===== src/sv/exchange_sort_buffer_assert.svh =====
// assertion macros for the exchange sort buffer
`ifndef EXCHANGE_SORT_BUFFER_ASSERT_SVH
`define EXCHANGE_SORT_BUFFER_ASSERT_SVH

// same-cycle implication, checked out of reset
`define ESB_ASSERT_IMP(label, cond, prop, msg) \
    label: assert property (@(posedge i_clk) disable iff (!i_rst_n) (cond) |-> (prop)) \
        else $error(msg);

// next-cycle implication, checked out of reset
`define ESB_ASSERT_NXT(label, cond, prop, msg) \
    label: assert property (@(posedge i_clk) disable iff (!i_rst_n) (cond) |=> (prop)) \
        else $error(msg);

`endif


===== src/sv/esb_pkg.sv =====
`timescale 1ns / 1ps
`default_nettype none

package esb_pkg;

    localparam int DATA_W = 32;

    typedef enum logic [2:0] {
        ST_LOAD,
        ST_SORT_RD,
        ST_SORT_CUR,
        ST_SORT_CMP,
        ST_SORT_WB,
        ST_EMIT_RD,
        ST_EMIT
    } t_state;

    typedef struct packed {
        logic we;
        logic re;
    } t_mem_ctl;

    function automatic logic sgt(input logic [DATA_W-1:0] a, input logic [DATA_W-1:0] b);
        return $signed(a) > $signed(b);
    endfunction

endpackage

`default_nettype wire


===== src/sv/esb_mem.sv =====
`timescale 1ns / 1ps
`default_nettype none

module esb_mem
    import esb_pkg::*;
#(
    parameter int DEPTH = 16
) (
    input  wire logic                     i_clk,
    input  wire t_mem_ctl                 i_ctl,
    input  wire logic [$clog2(DEPTH)-1:0] i_waddr,
    input  wire logic [DATA_W-1:0]        i_wdata,
    input  wire logic [$clog2(DEPTH)-1:0] i_raddr,
    output logic      [DATA_W-1:0]        o_rdata
);

    logic [DATA_W-1:0] r_mem [DEPTH];
    logic [DATA_W-1:0] r_rdata;

    always_ff @(posedge i_clk) begin
        if (i_ctl.we) begin
            r_mem[i_waddr] <= i_wdata;
        end
    end

    always_ff @(posedge i_clk) begin
        if (i_ctl.re) begin
            r_rdata <= r_mem[i_raddr];
        end
    end

    assign o_rdata = r_rdata;

endmodule

`default_nettype wire


===== src/sv/esb_seq.sv =====
`timescale 1ns / 1ps
`default_nettype none

module esb_seq
    import esb_pkg::*;
#(
    parameter int MAX_ITEMS = 16
) (
    input  wire logic                         i_clk,
    input  wire logic                         i_rst_n,
    input  wire logic                         i_s_axis_tvalid,
    output logic                              o_s_axis_tready,
    input  wire logic [DATA_W-1:0]            i_s_axis_tdata,
    input  wire logic                         i_s_axis_tlast,
    output logic                              o_m_axis_tvalid,
    input  wire logic                         i_m_axis_tready,
    output logic      [DATA_W-1:0]            o_m_axis_tdata,
    output logic                              o_m_axis_tlast,
    output logic                              o_m_axis_tuser,
    output t_mem_ctl                          o_mem_ctl,
    output logic      [$clog2(MAX_ITEMS)-1:0] o_waddr,
    output logic      [DATA_W-1:0]            o_wdata,
    output logic      [$clog2(MAX_ITEMS)-1:0] o_raddr,
    input  wire logic [DATA_W-1:0]            i_rdata
);

    localparam int AW = $clog2(MAX_ITEMS);
    localparam int CW = $clog2(MAX_ITEMS + 1);
    localparam logic [CW-1:0] FULL_CNT = CW'(MAX_ITEMS);

    t_state            r_state, n_state;
    logic [CW-1:0]     r_fill, n_fill;
    logic              r_ovf, n_ovf;
    logic [CW-1:0]     r_i, n_i;
    logic [CW-1:0]     r_j, n_j;
    logic [CW-1:0]     r_k, n_k;
    logic [DATA_W-1:0] r_cur, n_cur;

    logic [CW-1:0]     w_fill_nx;
    logic [CW-1:0]     w_i_nx;
    logic [CW-1:0]     w_i_nx2;
    logic [CW-1:0]     w_j_nx;
    logic [CW-1:0]     w_k_nx;

    assign w_fill_nx = r_fill + CW'(1);
    assign w_i_nx    = r_i + CW'(1);
    assign w_i_nx2   = r_i + CW'(2);
    assign w_j_nx    = r_j + CW'(1);
    assign w_k_nx    = r_k + CW'(1);

    always_ff @(posedge i_clk) begin
        if (!i_rst_n) begin
            r_state <= ST_LOAD;
            r_fill  <= '0;
            r_ovf   <= 1'b0;
            r_i     <= '0;
            r_j     <= '0;
            r_k     <= '0;
        end else begin
            r_state <= n_state;
            r_fill  <= n_fill;
            r_ovf   <= n_ovf;
            r_i     <= n_i;
            r_j     <= n_j;
            r_k     <= n_k;
        end
    end

    always_ff @(posedge i_clk) begin
        r_cur <= n_cur;
    end

    always_comb begin
        n_state         = r_state;
        n_fill          = r_fill;
        n_ovf           = r_ovf;
        n_i             = r_i;
        n_j             = r_j;
        n_k             = r_k;
        n_cur           = r_cur;
        o_mem_ctl       = '0;
        o_waddr         = '0;
        o_wdata         = '0;
        o_raddr         = '0;
        o_s_axis_tready = 1'b0;
        o_m_axis_tvalid = 1'b0;
        unique case (r_state)
            ST_LOAD: begin
                o_s_axis_tready = 1'b1;
                if (i_s_axis_tvalid) begin
                    if (r_fill < FULL_CNT) begin
                        o_mem_ctl.we = 1'b1;
                        o_waddr      = r_fill[AW-1:0];
                        o_wdata      = i_s_axis_tdata;
                        n_fill       = w_fill_nx;
                    end else begin
                        n_ovf = 1'b1;
                    end
                    if (i_s_axis_tlast) begin
                        n_i = '0;
                        n_k = '0;
                        // a single word needs no sorting
                        if (n_fill == CW'(1)) begin
                            n_state = ST_EMIT_RD;
                        end else begin
                            n_state = ST_SORT_RD;
                        end
                    end
                end
            end
            ST_SORT_RD: begin
                o_mem_ctl.re = 1'b1;
                o_raddr      = r_i[AW-1:0];
                n_state      = ST_SORT_CUR;
            end
            ST_SORT_CUR: begin
                n_cur        = i_rdata;
                o_mem_ctl.re = 1'b1;
                o_raddr      = w_i_nx[AW-1:0];
                n_j          = w_i_nx;
                n_state      = ST_SORT_CMP;
            end
            ST_SORT_CMP: begin
                // held word at position i swaps with a smaller later word
                if (sgt(r_cur, i_rdata)) begin
                    o_mem_ctl.we = 1'b1;
                    o_waddr      = r_j[AW-1:0];
                    o_wdata      = r_cur;
                    n_cur        = i_rdata;
                end
                if (w_j_nx < r_fill) begin
                    o_mem_ctl.re = 1'b1;
                    o_raddr      = w_j_nx[AW-1:0];
                    n_j          = w_j_nx;
                end else begin
                    n_state = ST_SORT_WB;
                end
            end
            ST_SORT_WB: begin
                o_mem_ctl.we = 1'b1;
                o_waddr      = r_i[AW-1:0];
                o_wdata      = r_cur;
                n_i          = w_i_nx;
                if (w_i_nx2 < r_fill) begin
                    o_mem_ctl.re = 1'b1;
                    o_raddr      = w_i_nx[AW-1:0];
                    n_state      = ST_SORT_CUR;
                end else begin
                    n_state = ST_EMIT_RD;
                end
            end
            ST_EMIT_RD: begin
                o_mem_ctl.re = 1'b1;
                o_raddr      = r_k[AW-1:0];
                n_state      = ST_EMIT;
            end
            ST_EMIT: begin
                o_m_axis_tvalid = 1'b1;
                if (i_m_axis_tready) begin
                    if (w_k_nx == r_fill) begin
                        n_fill  = '0;
                        n_ovf   = 1'b0;
                        n_state = ST_LOAD;
                    end else begin
                        o_mem_ctl.re = 1'b1;
                        o_raddr      = w_k_nx[AW-1:0];
                        n_k          = w_k_nx;
                    end
                end
            end
            default: begin
                n_state = ST_LOAD;
            end
        endcase
    end

    assign o_m_axis_tdata = i_rdata;
    assign o_m_axis_tlast = (w_k_nx == r_fill);
    assign o_m_axis_tuser = o_m_axis_tlast & r_ovf;

endmodule

`default_nettype wire


===== src/sv/exchange_sort_buffer.sv =====
`timescale 1ns / 1ps
`default_nettype none

// exchange sort buffer: signed 32-bit words stream in one per cycle and are stored in a
// single memory of MAX_ITEMS entries; words past that size are dropped. the word marked
// tlast closes the set, after which the input is held off while the set is sorted in place
// in ascending order and then streamed out, tlast on the final word and tuser on it when
// any word of the set was dropped. sorting compares one pair per cycle through the
// memory's single read port and single write port; a set of one word skips the sort.
// the output then runs at one word per cycle while the receiver holds tready, after a
// first read from the memory. the input accepts no word while the sort or the output runs.

`include "exchange_sort_buffer_assert.svh"

module exchange_sort_buffer
    import esb_pkg::*;
#(
    parameter int MAX_ITEMS = 16
) (
    input  wire logic              i_clk,
    input  wire logic              i_rst_n,
    input  wire logic              i_s_axis_tvalid,
    output logic                   o_s_axis_tready,
    input  wire logic [DATA_W-1:0] i_s_axis_tdata,   // value
    input  wire logic              i_s_axis_tlast,
    output logic                   o_m_axis_tvalid,
    input  wire logic              i_m_axis_tready,
    output logic      [DATA_W-1:0] o_m_axis_tdata,   // sorted_value
    output logic                   o_m_axis_tlast,
    output logic                   o_m_axis_tuser    // dropped
);

    localparam int AW = $clog2(MAX_ITEMS);

    t_mem_ctl          w_mem_ctl;
    logic [AW-1:0]     w_waddr;
    logic [AW-1:0]     w_raddr;
    logic [DATA_W-1:0] w_wdata;
    logic [DATA_W-1:0] w_rdata;

    esb_seq #(
        .MAX_ITEMS (MAX_ITEMS)
    ) u_seq (
        .i_clk           (i_clk),
        .i_rst_n         (i_rst_n),
        .i_s_axis_tvalid (i_s_axis_tvalid),
        .o_s_axis_tready (o_s_axis_tready),
        .i_s_axis_tdata  (i_s_axis_tdata),
        .i_s_axis_tlast  (i_s_axis_tlast),
        .o_m_axis_tvalid (o_m_axis_tvalid),
        .i_m_axis_tready (i_m_axis_tready),
        .o_m_axis_tdata  (o_m_axis_tdata),
        .o_m_axis_tlast  (o_m_axis_tlast),
        .o_m_axis_tuser  (o_m_axis_tuser),
        .o_mem_ctl       (w_mem_ctl),
        .o_waddr         (w_waddr),
        .o_wdata         (w_wdata),
        .o_raddr         (w_raddr),
        .i_rdata         (w_rdata)
    );

    esb_mem #(
        .DEPTH (MAX_ITEMS)
    ) u_mem (
        .i_clk   (i_clk),
        .i_ctl   (w_mem_ctl),
        .i_waddr (w_waddr),
        .i_wdata (w_wdata),
        .i_raddr (w_raddr),
        .o_rdata (w_rdata)
    );

    `ESB_ASSERT_IMP(a_out_blocks_in, o_m_axis_tvalid, !o_s_axis_tready,
                    "input open during output")
    `ESB_ASSERT_NXT(a_last_reopens, o_m_axis_tvalid && i_m_axis_tready && o_m_axis_tlast,
                    o_s_axis_tready, "input not reopened after last word")
    `ESB_ASSERT_IMP(a_no_rw_hit, w_mem_ctl.we && w_mem_ctl.re, w_waddr != w_raddr,
                    "read and write hit the same entry")
    `ESB_ASSERT_IMP(a_drop_on_last, o_m_axis_tvalid && o_m_axis_tuser, o_m_axis_tlast,
                    "drop flag off the last word")

endmodule

`default_nettype wire


===== config.mk =====
export PLATFORM = sky130hd
export DESIGN_NAME = exchange_sort_buffer
export DESIGN_NICKNAME = d
export VERILOG_FILES = /design/src/sv/esb_pkg.sv /design/src/sv/esb_mem.sv /design/src/sv/esb_seq.sv /design/src/sv/exchange_sort_buffer.sv
export VERILOG_INCLUDE_DIRS = /design/src /design/src/sv
export SDC_FILE = /design/constraint.sdc
export NUM_CORES = 1
export LEC_CHECK = 0
export ABC_AREA = 0
export BUFFER_PORTS_ARGS = -buffer_cell sky130_fd_sc_hd__buf_4
export CORE_UTILIZATION = 60
export DETAILED_ROUTE_END_ITERATION = 7
export PLACE_DENSITY = 0.77
export SLEW_MARGIN = 20
export SYNTH_ARGS = -nofsm -noshare
export SYNTH_HDL_FRONTEND = slang
export SYNTH_SLANG_ARGS = --single-unit
export TNS_END_PERCENT = 30

===== constraint.sdc =====
create_clock -name i_clk -period 12.7 [get_ports i_clk]
set_input_delay 2.54 -clock i_clk [delete_from_list [all_inputs] [get_ports i_clk]]
set_output_delay 2.54 -clock i_clk [all_outputs]
set_load 0.02 [all_outputs]

Word level (Yosys, flattened, before mapping)
Memory sizes are Yosys's and may differ from the RTL's. A register that Yosys moved wholly into a read port is not among the register bits.
Cells that the tools add are included.
- bits in writable memories: 512
- input port bits: 37
- register bits: 56
- word-level logic and storage cells: 103
- output and inout port bits: 36
- memories kept: 1
- multiplexer cells: 56
- equality and inequality tests: 17
- reductions and logical operators: 12
- add/subtract/negate cells: 5
- bitwise operators: 1
- magnitude comparators: 4
- memory list (memory ; depth ; width ; rd ports ; clocked after memory_dff ; write ports ; RTL line ; source):
    u_mem.r_mem ; 16 ; 32 ; 1 ; 1 ; 1 ; esb_mem.sv:17 ; logic [DATA_W-1:0] r_mem [DEPTH];
- operator list (cell ; number):
    32-bit two-way mux ; 4
    32-bit one-hot mux with 3 select lines ; 1
    32-bit one-hot mux with 2 select lines ; 1
    5-bit two-way mux ; 11
    5-bit one-hot mux with 2 select lines ; 4
    32-bit greater-than comparator ; 1
    4-bit two-way mux ; 7
    4-bit one-hot mux with 6 select lines ; 1
    3-bit two-way mux ; 7
    3-bit one-hot mux with 7 select lines ; 1
    5-bit by 1-bit adder with 5-bit output (second input constant) ; 4
    1-bit two-way mux ; 15
    5-bit AND reduction ; 3
    2-bit inequality test (second input constant) ; 6
    4-bit one-hot mux with 3 select lines ; 1
    5-bit less-than comparator ; 2
    3-bit equality test (second input constant) ; 3
    3-bit by 2-bit equality test with 1-bit output (second input constant) ; 2
    2-bit by 1-bit inequality test with 1-bit output (second input constant) ; 3
    2-bit nonzero test ; 3
    5-bit by 2-bit adder with 5-bit output (second input constant) ; 1
    5-bit by 1-bit equality test with 1-bit output (second input constant) ; 1
    5-bit equality test ; 1
    5-bit less-than comparator (second input constant) ; 1
    10 further kinds ; 11

Depth between registers and ports, before layout
- depth in word-level cells: 9
- gate-level depth with buffers: 15
- mapped depth without buffers: 11

Modules after synthesis
Synthesis repeated with hierarchy kept, for this count alone.
- cell total of the unflattened synthesis: 1375
- area total of the unflattened synthesis: 24742.5 um2
- by module, submodules not included (module ; instances ; area each (um2) ; sequential area each (um2) ; cells each):
    esb_mem ; 1 ; 20155.6 ; 16335.7 ; 838
    esb_seq ; 1 ; 4586.9 ; 1441.4 ; 537

Worst setup path after synthesis
OpenSTA, ideal clock, no wires.
- kind: input to register
- from: in i_s_axis_tvalid
- to: mem u_mem.r_mem[0][0] (enable)
- data arrival time: 5823 ps
- required time: 12232 ps
- path buffers: 1
- slack: 6410 ps
- stages: 5
- cells stage by stage: and3_1 -> clkbuf_1 -> a22o_1 -> a211oi_1 -> nor3b_1
- longest elaborated chain between the ends: 4
- elaborated cells between the ends (all ways): 6
- RTL lines (element ; RTL line ; source):
    from (decl) ; exchange_sort_buffer.sv:22 ; input wire logic i_s_axis_tvalid,
    1-bit two-way mux ; esb_seq.sv:90 ; if (i_s_axis_tvalid) begin
    1-bit one-hot mux with 3 select lines ; esb_seq.sv:87 ; unique case (r_state)
    1-bit two-way mux ; esb_mem.sv:21 ; if (i_ctl.we) begin
    1-bit two-way mux (implied by the code) ; esb_mem.sv:22 ; r_mem[i_waddr] <= i_wdata;
    to (decl) ; esb_mem.sv:17 ;
Several ways; a longest one is shown, not always the timed one.

Final worst setup path
- from: in i_m_axis_tready
- to: reg u_mem.r_rdata[19] (netlist: u_mem.o_rdata[19]) (read register of u_mem.r_mem) (data pin)
- longest elaborated chain between the ends: 2
- elaborated cells between the ends (all ways): 4
- RTL lines (element ; RTL line ; source):
    from (decl) ; exchange_sort_buffer.sv:27 ; input wire logic i_m_axis_tready,
    4-bit two-way mux or 1-bit two-way mux (tied branches) ; esb_seq.sv:159 ; if (i_m_axis_tready) begin
    4-bit one-hot mux with 6 select lines or 1-bit one-hot mux with 4 select lines (tied branches) ; esb_seq.sv:87 ;
    to (decl) ; esb_mem.sv:18 ; logic [DATA_W-1:0] r_rdata;
Several ways; a longest one is shown, not always the timed one.
A chain may end at the register's enable or synchronous reset.

==> results.ini <==
[outcome]
status=completed

[sta]
drv_slew=0
fin_crit_ns=5.64
fin_skew_ns=0.0166
slew_headroom_pct=20.8
fin_tns_setup_ns=0
rsz0062_at_grt=no
max_freq_ghz=0.177
worst_pin_slew_ns=1.19
fin_crit_sh_pct=44.4
final_hold_viol_count=0
setup_violations=0
hold_ws_ns=0.482

[drt]
postRouteAntennaNets=0
dr_total_vias=16100
route.detailed.drc=0
vias_per_cell=6.76
wl_per_cell_um=27.3
wirelength_um=64900
dr.pass1.iters=6
drt_iter0_markers=1934

[cells_and_area]
nets=1874
fin_util_pct=67.6
syn2layout_area_growth_pct=11.3
drive_gt1_share_pct=12.0
design_area_mm2=0.0283
diodes=0

[power_and_ir_drop]
clkPwrFrac_pct=26.0
power_density_mw_per_mm2=223
p_sw_share_pct=34.2
p_int_w=0.00416
ir_drop_mv=0.177
p_leak_nw=10.2
sequentialPowerShare_pct=43.9
switching_power_w=0.00216
p_comb_share_pct=30.1
p_total_w=0.00632

[worst_setup_path]
startpoint_type=input pin
crit_chain=buf_4 -> and2_1 -> nand2_1 -> a21o_4 -> nand2_8 -> nor3_2 -> buf_4 -> a32oi_1 -> and4_1
crit_path_end_kind=register
cp_num_buf_inv=2
cp_common_cell=buf_4
worstPathArrival_ns=6.00
crit_type=input pin to register
crit_path_max_fanout=126
crit_required_ns=13.06
crit_family=simple AND/OR/NAND/NOR gates
max_stage_delay_ns=0.99
slowest_stage=nor3_2

[yosys]
synthCells=1746
syn_area_per_cell_um2=14.6
synthAdderAreaFrac_pct=2.26
post-synth-top-count-cell=edfxtp_1
synth_mux_area_share_pct=2.73
synth_compound_area_share_pct=12.1
synth_seq_cells=600
synthSimpleGateAreaFrac_pct=9.41
synth.cell_area_mm2=0.0254
yosys-top-cells-count=edfxtp_1 (576), nand2_1 (162), and3_1 (133)
ys.flop_type=edfxtp_1
ys_seq_area_share_pct=69.9
synthTopCellsByArea=edfxtp_1 (68%), a211oi_1 (3.9%), and3_1 (3.3%)
synth_top_area_cell=edfxtp_1
synth-edff-count=576
synthXorXnorAreaFrac_pct=0.571
synth_cell_types=70
syn_nets=1829
ys.warnings.count=0
synth_top_area_share_pct=68.1
synth_top_family_by_area=compound AO/OA/AOI/OAI gates
synthArstFlopShare_pct=0

[place]
dp_hpwl_um=35700
port_buffers=72
place_area_mm2=0.0265
gp_congestion=0.878

[grt]
grt.total_usage_pct=30.1
grt_pass1_vias=15700
antenna_found_initial=0
grt_pass1_wl_um=96300
grt_max_degree=127
grt_overflow_total=0

[floorplanning]
fp-row-count=75
die_height_um=208
die_area_mm2=0.0432
ioPinCount=73
start_util_pct=60.7
core_mm2=0.0419
fp.dieW_um=208

[clock_tree]
clk-insertion-delay-late_ns=0.62
cts_setup_buffers=0
ctsHoldBuffers=0
cts_tree=built
ctsResizeCount=0
clock_path_buffers=3
root_buffer=clkbuf_16
cts.sinks=600
htree_levels=2
clk_pin_slew_worst_paths_ns=0.06
numCtsBuffers=58

[min_path]
hp-class=register to register

[flow_run]
maxCapViolCount=0

## cell families (layout without fill, tap and decap cells)
logic type,count (synthesis),after routing
fa+ha+maj,46,46
buf+inv,162,251
xor+xnor,15,15
mux,69,69
simple gates,445,445
flops,600,600
compound gates,409,409
## stage by stage
step,setup slack (ns),std cells
final,7.06,2374
after CTS,7.03,2374
after detailed placement,6.56,2270
after global placement,6.72,2268
after global routing,6.97,2374
after floorplan,6.41,1746
## power by group through the flow
stage	logic [W]	clock network [W]	registers [W]
floorplan	0.00120	0	0.00282
CTS	0.00188	0.00166	0.00277
global route	0.00205	0.00173	0.00279
detailed placement	0.00186	0	0.00280
finish	0.00190	0.00164	0.00277
global placement	0.00178	0	0.00280
## layer usage
| layer | track usage (%) | wire (um) | vias up |
|---|---|---|---|
| met1 | 40.6 | 25200 | 8008 |
| met2 | 47.7 | 30800 | 928 |
| met5 | 0 | 0 | - |
| met4 | 12.1 | 2290 | 0 |
| met3 | 7.10 | 6610 | 156 |
| li1 | - | - | 6960 |
## registers in the layout, indices dropped and copies added, names as in the netlist, 3 cells and up
name and count:
u_seq.r_i 5, u_mem.r_mem 512, u_seq.r_j 5, u_seq.r_fill 5, u_seq.r_k 5, u_mem.o_rdata 32
u_seq.r_state 3, u_seq.r_cur 32
## cell usage in the layout, fill, tap and decap left out, types with 6 or more instances in the layout
| cell | n |
|---|---|
| and3_1 | 132 |
| clkinv_1 | 14 |
| nand3_1 | 9 |
| o21bai_1 | 64 |
| and4_1 | 31 |
| buf_4 | 102 |
| a22o_1 | 36 |
| nor2_4 | 10 |
| nand4_1 | 10 |
| a21o_1 | 11 |
| dfxtp_1 | 24 |
| clkbuf_16 | 59 |
| edfxtp_1 | 576 |
| nor3_1 | 8 |
| and2_1 | 11 |
| o21ai_0 | 23 |
| clkbuf_1 | 14 |
| mux2i_1 | 67 |
| a21oi_1 | 36 |
| nor2b_1 | 12 |
| xor2_1 | 7 |
| nand2_1 | 160 |
| a21boi_0 | 6 |
| xnor2_1 | 7 |
| ha_1 | 46 |
| clkinv_2 | 9 |
| nand2b_1 | 7 |
| a211oi_1 | 131 |
| nor2_1 | 22 |
| a32oi_1 | 65 |
| inv_1 | 43 |
## worst reg2reg max path: stages (launching register included)
cell	delay, ns
edfxtp_1	0.49
inv_1	0.09
ha_1	0.30
nand4_1	0.21
nor3_1	0.79
o311ai_0	0.55
a41o_1	0.39
o21a_1	0.26
and2_1	0.20
a211oi_1	0.53
nor3b_4	0.79
buf_4	0.57
## cell type report
cell class	count	area, um2
well taps	539	674
clock inverters	31	251
multi-input cells	984	7070
clock buffers	73	1530
flip-flops and latches	600	17800
repair buffers	104	821
inverters	43	161
fillers	2804	13600
## final timing paths
kind | slack (ns) | cells after the start | end | start
max | 7.06 | 9 | u_mem.o_rdata[19] | i_m_axis_tready
min | 0.48 | 0 | u_seq.r_cur[24] | u_mem.o_rdata[24]
max reg2reg | 7.16 | 11 | u_mem.r_mem[0][22] | u_mem.o_rdata[15]
min reg2reg | 0.48 | 0 | u_seq.r_cur[24] | u_mem.o_rdata[24]
(Power assumes the default switching activity.)
